--- src/rtl/u2u_pkg.sv ---
// Shared types and constants for the UTF-8 to UTF-16 decoder.
`default_nettype none
package u2u_pkg;

  localparam int unsigned QDepth    = 2;
  localparam int unsigned QPtrWidth = $clog2(QDepth);
  localparam int unsigned QCntWidth = $clog2(QDepth + 1);

  localparam logic [15:0] HighSurrBase = 16'hD800;
  localparam logic [15:0] LowSurrBase  = 16'hDC00;
  localparam logic [20:0] MaxCodePoint = 21'h10FFFF;
  localparam logic [10:0] SuppOffset   = 11'd64;   // 0x10000 >> 10
  localparam logic [4:0]  SurrPrefix   = 5'b11011;
  localparam logic [5:0]  HighPrefix   = 6'b110110;
  localparam logic [5:0]  LowPrefix    = 6'b110111;

  // One queue entry: the units caused by one input byte.
  typedef struct packed {
    logic        pair;
    logic [15:0] unit0;
    logic [15:0] unit1;
  } entry_t;

  typedef struct packed {
    logic full;
    logic empty;
  } q_status_t;

endpackage
`default_nettype wire

--- src/rtl/u2u_byte_if.sv ---
// Handshake channel that carries one UTF-8 byte per item.
`default_nettype none
interface u2u_byte_if;
  logic       valid;
  logic       ready;
  logic [7:0] byte_in;
  logic       last_byte;

  modport source (output valid, output byte_in, output last_byte, input ready);
  modport sink (input valid, input byte_in, input last_byte, output ready);
endinterface
`default_nettype wire

--- src/rtl/u2u_unit_if.sv ---
// Handshake channel that carries one UTF-16 code unit per item.
`default_nettype none
interface u2u_unit_if;
  logic        valid;
  logic        ready;
  logic [15:0] code_unit;
  logic        last_of_run;

  modport source (output valid, output code_unit, output last_of_run, input ready);
  modport sink (input valid, input code_unit, input last_of_run, output ready);
endinterface
`default_nettype wire

--- src/rtl/u2u_front.sv ---
// Front part: accepts bytes, tracks the sequence state and builds queue entries.
`default_nettype none
module u2u_front
  import u2u_pkg::*;
(
  input  wire logic      clk,
  input  wire logic      rst,
  u2u_byte_if.sink       bytes,
  input  wire q_status_t q_status,
  output logic           push,
  output entry_t         push_entry
);

  typedef enum logic [2:0] {
    CLS_ASCII,
    CLS_INVALID,
    CLS_LEAD4,
    CLS_LEAD3,
    CLS_LEAD2,
    CLS_CONT
  } byte_class_t;

  logic [20:0] code_accum, code_accum_next;
  logic [1:0]  bytes_pending, bytes_pending_next;

  byte_class_t cls;
  logic [7:0]  b;
  logic        accept;
  logic [20:0] shifted;
  logic        bmp_ok, supp_ok;
  logic [10:0] hi_bits;
  logic        has_result;

  assign b            = bytes.byte_in;
  assign bytes.ready  = !q_status.full;
  assign accept       = bytes.valid && bytes.ready;
  assign shifted      = {code_accum[14:0], b[5:0]};
  assign bmp_ok       = (shifted[20:16] == 5'd0) && (shifted[15:11] != SurrPrefix);
  assign supp_ok      = (shifted[20:16] != 5'd0) && (shifted <= MaxCodePoint);
  assign hi_bits      = shifted[20:10] - SuppOffset;

  always_comb begin
    priority if (!b[7])               cls = CLS_ASCII;
    else if (b[7:3] == 5'b11111)      cls = CLS_INVALID;
    else if (b[7:3] == 5'b11110)      cls = CLS_LEAD4;
    else if (b[7:4] == 4'b1110)       cls = CLS_LEAD3;
    else if (b[7:5] == 3'b110)        cls = CLS_LEAD2;
    else                              cls = CLS_CONT;
  end

  always_comb begin
    code_accum_next    = code_accum;
    bytes_pending_next = bytes_pending;
    has_result         = 1'b0;
    push_entry.pair    = 1'b0;
    push_entry.unit0   = {8'd0, b};
    push_entry.unit1   = LowSurrBase | {6'd0, shifted[9:0]};
    unique case (cls)
      CLS_ASCII: begin
        code_accum_next    = '0;
        bytes_pending_next = '0;
        has_result         = 1'b1;
      end
      CLS_INVALID: begin
      end
      CLS_LEAD4: begin
        code_accum_next    = {18'd0, b[2:0]};
        bytes_pending_next = 2'd3;
      end
      CLS_LEAD3: begin
        code_accum_next    = {17'd0, b[3:0]};
        bytes_pending_next = 2'd2;
      end
      CLS_LEAD2: begin
        code_accum_next    = {16'd0, b[4:0]};
        bytes_pending_next = 2'd1;
      end
      CLS_CONT: begin
        // A continuation byte with nothing pending is simply dropped.
        if (bytes_pending != 2'd0) begin
          bytes_pending_next = bytes_pending - 2'd1;
          code_accum_next    = shifted;
          if (bytes_pending == 2'd1) begin
            code_accum_next  = '0;
            has_result       = bmp_ok || supp_ok;
            push_entry.pair  = supp_ok;
            push_entry.unit0 = supp_ok ? (HighSurrBase | {6'd0, hi_bits[9:0]})
                                       : shifted[15:0];
          end
        end
      end
      default: begin
      end
    endcase
  end

  assign push = accept && has_result;

  always_ff @(posedge clk) begin
    if (rst) begin
      code_accum    <= '0;
      bytes_pending <= '0;
    end else if (accept) begin
      if (bytes.last_byte) begin
        code_accum    <= '0;
        bytes_pending <= '0;
      end else begin
        code_accum    <= code_accum_next;
        bytes_pending <= bytes_pending_next;
      end
    end
  end

endmodule
`default_nettype wire

--- src/rtl/u2u_queue.sv ---
// Short queue of entries between the front and back parts.
`default_nettype none
module u2u_queue
  import u2u_pkg::*;
(
  input  wire logic   clk,
  input  wire logic   rst,
  input  wire logic   push,
  input  wire entry_t push_entry,
  input  wire logic   pop,
  output entry_t      head,
  output q_status_t   status
);

  entry_t               entries [QDepth];
  logic [QPtrWidth-1:0] wr_ptr, rd_ptr;
  logic [QCntWidth-1:0] count;

  assign head         = entries[rd_ptr];
  assign status.full  = (count == QCntWidth'(QDepth));
  assign status.empty = (count == '0);

  always_ff @(posedge clk) begin
    if (push) begin
      entries[wr_ptr] <= push_entry;
    end
  end

  always_ff @(posedge clk) begin
    if (rst) begin
      wr_ptr <= '0;
      rd_ptr <= '0;
      count  <= '0;
    end else begin
      if (push) begin
        wr_ptr <= (wr_ptr == QPtrWidth'(QDepth - 1)) ? '0 : wr_ptr + 1'b1;
      end
      if (pop) begin
        rd_ptr <= (rd_ptr == QPtrWidth'(QDepth - 1)) ? '0 : rd_ptr + 1'b1;
      end
      unique case ({push, pop})
        2'b10:   count <= count + 1'b1;
        2'b01:   count <= count - 1'b1;
        default: count <= count;
      endcase
    end
  end

endmodule
`default_nettype wire

--- src/rtl/u2u_back.sv ---
// Back part: splits surrogate pairs and drives the output register.
`default_nettype none
module u2u_back
  import u2u_pkg::*;
(
  input  wire logic      clk,
  input  wire logic      rst,
  input  wire entry_t    head,
  input  wire q_status_t q_status,
  output logic           pop,
  u2u_unit_if.source     units
);

  logic        out_valid;
  logic        phase;
  logic [15:0] low_unit;
  logic        load;

  assign load         = !out_valid || units.ready;
  assign pop          = load && !phase && !q_status.empty;
  assign units.valid  = out_valid;

  always_ff @(posedge clk) begin
    if (rst) begin
      out_valid <= 1'b0;
      phase     <= 1'b0;
    end else if (load) begin
      if (phase) begin
        // Second half of a pair: the low surrogate held from the entry.
        out_valid         <= 1'b1;
        units.code_unit   <= low_unit;
        units.last_of_run <= 1'b1;
        phase             <= 1'b0;
      end else if (!q_status.empty) begin
        out_valid         <= 1'b1;
        units.code_unit   <= head.unit0;
        units.last_of_run <= !head.pair;
        low_unit          <= head.unit1;
        phase             <= head.pair;
      end else begin
        out_valid <= 1'b0;
      end
    end
  end

endmodule
`default_nettype wire

--- src/rtl/utf8_to_utf16_decoder.sv ---
// UTF-8 to UTF-16 decoder top level.
//
// The bytes channel takes one UTF-8 byte per item with a last_byte flag that
// clears the sequence state after that byte. The units channel gives one
// UTF-16 code unit per item; last_of_run marks the final unit that a byte
// causes, so it is low only on the high surrogate of a pair.
// Throughput is one byte per cycle while the queue is not full. Each byte is
// decoded in the cycle it is accepted and any units it causes are written to
// a two-entry queue; the output stage reads one entry per cycle while it is
// empty or its item is taken and no pair is in progress, and an entry that
// holds a surrogate pair keeps the output stage until both halves are out.
// A byte's units enter the queue at the edge that accepts the byte, and the
// output register then loads the first unit from the queue when it can.
// Reset clears the sequence state, the queue and the output register.
// When the receiver stalls the output register holds its item, the queue
// fills, and bytes.ready falls once the queue is full.
`default_nettype none
module utf8_to_utf16_decoder
  import u2u_pkg::*;
(
  input  wire logic  clk,
  input  wire logic  rst,
  u2u_byte_if.sink   bytes,
  u2u_unit_if.source units
);

  logic      push, pop;
  entry_t    push_entry, head;
  q_status_t q_status;

  u2u_front u_front (
    .clk        (clk),
    .rst        (rst),
    .bytes      (bytes),
    .q_status   (q_status),
    .push       (push),
    .push_entry (push_entry)
  );

  u2u_queue u_queue (
    .clk        (clk),
    .rst        (rst),
    .push       (push),
    .push_entry (push_entry),
    .pop        (pop),
    .head       (head),
    .status     (q_status)
  );

  u2u_back u_back (
    .clk      (clk),
    .rst      (rst),
    .head     (head),
    .q_status (q_status),
    .pop      (pop),
    .units    (units)
  );

endmodule
`default_nettype wire

--- src/flat_wrapper.sv ---
// flat-port wrapper written by rule: the top's interface ports become plain ports
module utf8_to_utf16_decoder_flat import u2u_pkg::*;
  (clk, rst, bytes_valid, bytes_byte_in, bytes_last_byte, bytes_ready, units_valid, units_code_unit, units_last_of_run, units_ready);
  u2u_byte_if bytes_i ();
  u2u_unit_if units_i ();
  input  wire logic clk;
  input  wire logic rst;
  input wire logic [$bits(bytes_i.valid)-1:0] bytes_valid;
  input wire logic [$bits(bytes_i.byte_in)-1:0] bytes_byte_in;
  input wire logic [$bits(bytes_i.last_byte)-1:0] bytes_last_byte;
  output wire logic [$bits(bytes_i.ready)-1:0] bytes_ready;
  output wire logic [$bits(units_i.valid)-1:0] units_valid;
  output wire logic [$bits(units_i.code_unit)-1:0] units_code_unit;
  output wire logic [$bits(units_i.last_of_run)-1:0] units_last_of_run;
  input wire logic [$bits(units_i.ready)-1:0] units_ready;
  assign bytes_i.valid = bytes_valid;
  assign bytes_i.byte_in = bytes_byte_in;
  assign bytes_i.last_byte = bytes_last_byte;
  assign bytes_ready = bytes_i.ready;
  assign units_valid = units_i.valid;
  assign units_code_unit = units_i.code_unit;
  assign units_last_of_run = units_i.last_of_run;
  assign units_i.ready = units_ready;
  utf8_to_utf16_decoder u_core (.clk(clk), .rst(rst), .bytes(bytes_i), .units(units_i));
endmodule
--- config.mk ---
export PLATFORM = sky130hd
export DESIGN_NAME = utf8_to_utf16_decoder_flat
export DESIGN_NICKNAME = d
export VERILOG_FILES = /design/src/rtl/u2u_pkg.sv /design/src/rtl/u2u_byte_if.sv /design/src/rtl/u2u_unit_if.sv /design/src/rtl/u2u_front.sv /design/src/rtl/u2u_queue.sv /design/src/rtl/u2u_back.sv /design/src/rtl/utf8_to_utf16_decoder.sv /design/src/flat_wrapper.sv
export SDC_FILE = /design/constraint.sdc
export NUM_CORES = 1
export LEC_CHECK = 0
export ABC_AREA = 0
export BUFFER_PORTS_ARGS = -buffer_cell sky130_fd_sc_hd__buf_4
export CAP_MARGIN = 20
export CORE_ASPECT_RATIO = 0.9
export CORE_MARGIN = 3
export CORE_UTILIZATION = 40
export CTS_BUF_LIST = sky130_fd_sc_hd__clkbuf_4 sky130_fd_sc_hd__clkbuf_8 sky130_fd_sc_hd__clkbuf_16
export DETAILED_ROUTE_END_ITERATION = 10
export SLEW_MARGIN = 20
export SYNTH_ARGS = -nofsm -noshare
export SYNTH_HDL_FRONTEND = slang
export SYNTH_SLANG_ARGS = --single-unit
--- constraint.sdc ---
create_clock -name clk -period 4.74 [get_ports clk]
set_clock_uncertainty 0.2 [all_clocks]
set_input_delay 0.237 -clock clk [delete_from_list [all_inputs] [get_ports clk]]
set_output_delay 0.237 -clock clk [all_outputs]
set_load 0.1 [all_outputs]
==> key figures <==
Pwr
  – Switching Share: 35.63%
  – Gate power share: 28.9%
  – Pwr dens: 517.4 mW/mm2
  – P_leak: 0.001817 uW
  – Clock share of power: 26.7%
  – Sequential share of power: 44.4%
  – Internal power: 1701 uW
  – Switch Pwr: 941.4 uW
  – Peak VDD IR: 0.2260 mV

Job
  – Max Cap Viol: 0

Clocking
  – Cts repair resizes: 0
  – # clock sinks: 105
  – CTS tree: built
  – Inserted Clock Buffers: 9
  – Cts hold-fix bufs: 6
  – Clk root buf: clkbuf_16
  – Clock transition at path regs: 0.07 ns
  – H-tree depth: 3
  – Skew-Pair Late Insertion Delay: 0.35 ns
  – Bufs on Longest Clock Path: 2
  – Setup bufs post-CTS: 0

Global routing
  – Overall Global Routing Usage: 15.56%
  – Largest net degree at the start of global routing: 33
  – Initial antenna violation count: 0
  – Total gr overflow: 0
  – First-pass GRT wire length: 14410 um
  – Vias in the first global route: 2660

Floorplan
  – Initial Util: 41.76%
  – Die H: 105.0 um
  – DIE WIDTH: 116.0 um
  – Core ar.: 0.01042 mm2
  – Rows: 35
  – Ports: 32
  – Die ar.: 0.01217 mm2

Synth
  – Seq/Total Area, Yosys: 66.92%
  – Synth warnings: 0
  – Yosys reg bits: 105
  – Cells after Synth: 339
  – Share of the synthesized area in the top cell type: 55.88%
  – Mapped Nets: 356
  – Area contributors post-synth: edfxtp_1 56%, dfxtp_1 11%, mux2_2 4.4%
  – Synthesized cell area: 0.004353 mm2
  – Area leader, netlist: edfxtp_1
  – Synth unique cells: 41
  – Synth Area per Inst: 12.84 um2

Setup path
  – Crit path max fanout: 24
  – Slowest cell on the critical path: nor3b_1
  – CP Capture Type: flop
  – Worst reg-to-reg path cell count: 7
  – Worst path cell trace: inv_1, ha_1, nor3b_1, mux2i_1, a311o_2, nor2_2, buf_4
  – WP data required: 4.55 ns
  – Worst path arrival time: 2.96 ns
  – Crit Path Class: flop to flop
  – Crit start category: flop
  – CP max stage delay: 0.53 ns

Cells and area
  – Fin cells: 510
  – Nets@finish: 393
  – Fill cells: 918
  – N_diodes: 0
  – Area growth, synth to finish: 17.33%
  – Layout cells sized above 1: 21.52%
  – Most frequent cells in the layout: 81 x edfxtp_1, 39 x buf_4, 32 x nand2_1
  – Commonest non-fill, non-tap cell in the layout: edfxtp_1

STA
  – Final setup vio count: 0
  – Max Fclk: 317.3 MHz
  – RSZ-0062 raised after global routing: false
  – Final worst setup slack: 1.589 ns
  – Period utilization: 66.48%
  – Fin. Hold Viols: 0
  – Final Critical Period: 3.151 ns
  – Max Transition Viols Final: 0
  – Slew margin rel.: 41.88%
  – Worst-Margin Slew: 0.8653 ns
  – Final setup TNS: 0 ns

Routing
  – DR WL/cell: 17.35 um
  – DR pass1 iterations: 4
  – Post-DR vias/cell: 5.367
  – ANT nets after route: 0
  – DR vias: 2737
  – DRC viols: 0
  – Iter 0 DRT Violations: 214
  – Wirelength, routed: 8850 um

Place
  – Detailed Place HPWL: 5830 um
  – Gpl congestion: 0.9278
  – Placed Cells: 488
  – Pre-CTS setup slack: 1.673 ns
  – Port Buf Inserts: 31

Min path
  – Hold Path Class: input port to flop
  – Worst Hold Path Cells: 4

Outcome
  – Status: completed
flip-flops by register name, summed over array words and instances, names as in the netlist, named ones only:
signal and cells:
u_core.u_front.bytes_pending 2, u_core.u_front.code_accum 15, u_core.u_queue.wr_ptr 1, u_core.u_back.units.code_unit 16, u_core.u_queue.count 2, u_core.u_back.phase 1
u_core.u_back.units.last_of_run 1, u_core.u_back.low_unit 10, u_core.u_back.units.valid 1, u_core.u_queue.rd_ptr 1, u_core.u_queue.entries 54
critical path: cells and delay by family (launching register included):
kind            cells  cell delay (ns)
simple gates        2             0.74
buf+inv             2             0.46
flops               1             0.36
fa+ha+maj           1             0.18
mux                 1             0.33
compound gates      1             0.53
routing by layer:
metal,vias to the layer above,share of wire (%),global-route usage (%)
met2,72,45,22.31
li1,1331,-,-
met3,14,4.9,4.111
met5,-,0,0
met1,1320,48,22.68
met4,0,1.8,5.468
synth_stat cells (all sizes together):
master / count
mux2i: 13
o31a: 1
o21ai: 15
a22oi: 1
o21ba: 1
dfxtp: 24
o211ai: 2
nand3: 14
a21o: 6
ha: 4
or3: 2
nor3b: 2
nor2b: 7
o211a: 1
xor2: 2
buf: 5
inv: 10
a41oi: 1
edfxtp: 81
clkbuf: 14
and4: 1
a31oi: 2
nand2: 32
mux2: 18
xnor2: 2
nor2: 21
a211o: 5
or3b: 1
a311o: 1
o221ai: 1
nand4: 9
o21bai: 1
nor3: 6
a21oi: 25
nor4: 3
nand2b: 4
or4: 1
metrics by stage:
| step | total power (uW) | util, % | hold WS, ns | instance area [um2] |
|---|---|---|---|---|
| floorplan | 1774 | - | 0.1359 | 4353 |
| global placement | 1950 | 45.64 | 0.2500 | 4757 |
| detailed placement | 1961 | 45.64 | 0.2505 | 4757 |
| CTS | 2670 | 48.96 | 0.02687 | 5102 |
| global route | 2757 | 49.00 | 0.04893 | 5107 |
| finish | 2642 | 49.00 | 0.03197 | 5107 |
area by class of cell:
type | count | area, um2 | share of cell area, %
Inverter | 10 | 37.54 | 0.7349
Clock inverter | 6 | 52.55 | 1.029
Clock buffer | 10 | 232.7 | 4.557
Multi-Input combinational cell | 205 | 1358 | 26.58
Tap cell | 129 | 161.4 | 3.160
Timing Repair Buffer | 45 | 352.8 | 6.908
Sequential cell | 105 | 2913 | 57.03
kinds of logic (layout without fill, tap and decap cells):
kind of cell	count (synthesis)	after routing	synth area share [%]
adder cells (fa/ha/maj)	4	4	1.150
buffers and inverters	29	71	2.587
flip-flops	105	105	66.92
AND/OR/NAND/NOR	103	103	11.87
XOR/XNOR	4	4	0.8050
AO/OA/AOI/OAI	63	63	8.939
multiplexers	31	31	7.732
power by group through the flow:
| stage | Combinational, uW | Clock [uW] | Sequential [uW] |
|---|---|---|---|
| floorplan | 284 | 0 | 1490 |
| global placement | 757 | 0 | 1190 |
| detailed placement | 766 | 0 | 1190 |
| CTS | 773 | 722 | 1170 |
| global route | 815 | 757 | 1190 |
| finish | 764 | 705 | 1170 |
final timing paths:
kind                                         from                               to  slack [ns]
hold reg to reg   u_core.u_front.bytes_pending[1]  u_core.u_front.bytes_pending[1]        0.26
hold / removal                    bytes_last_byte  u_core.u_front.bytes_pending[1]        0.03
setup reg to reg    u_core.u_front.code_accum[10]    u_core.u_queue.entries[0][24]        1.59
setup / recovery    u_core.u_front.code_accum[10]    u_core.u_queue.entries[0][24]        1.59
No activity file was read; power rests on OpenSTA's default activity.
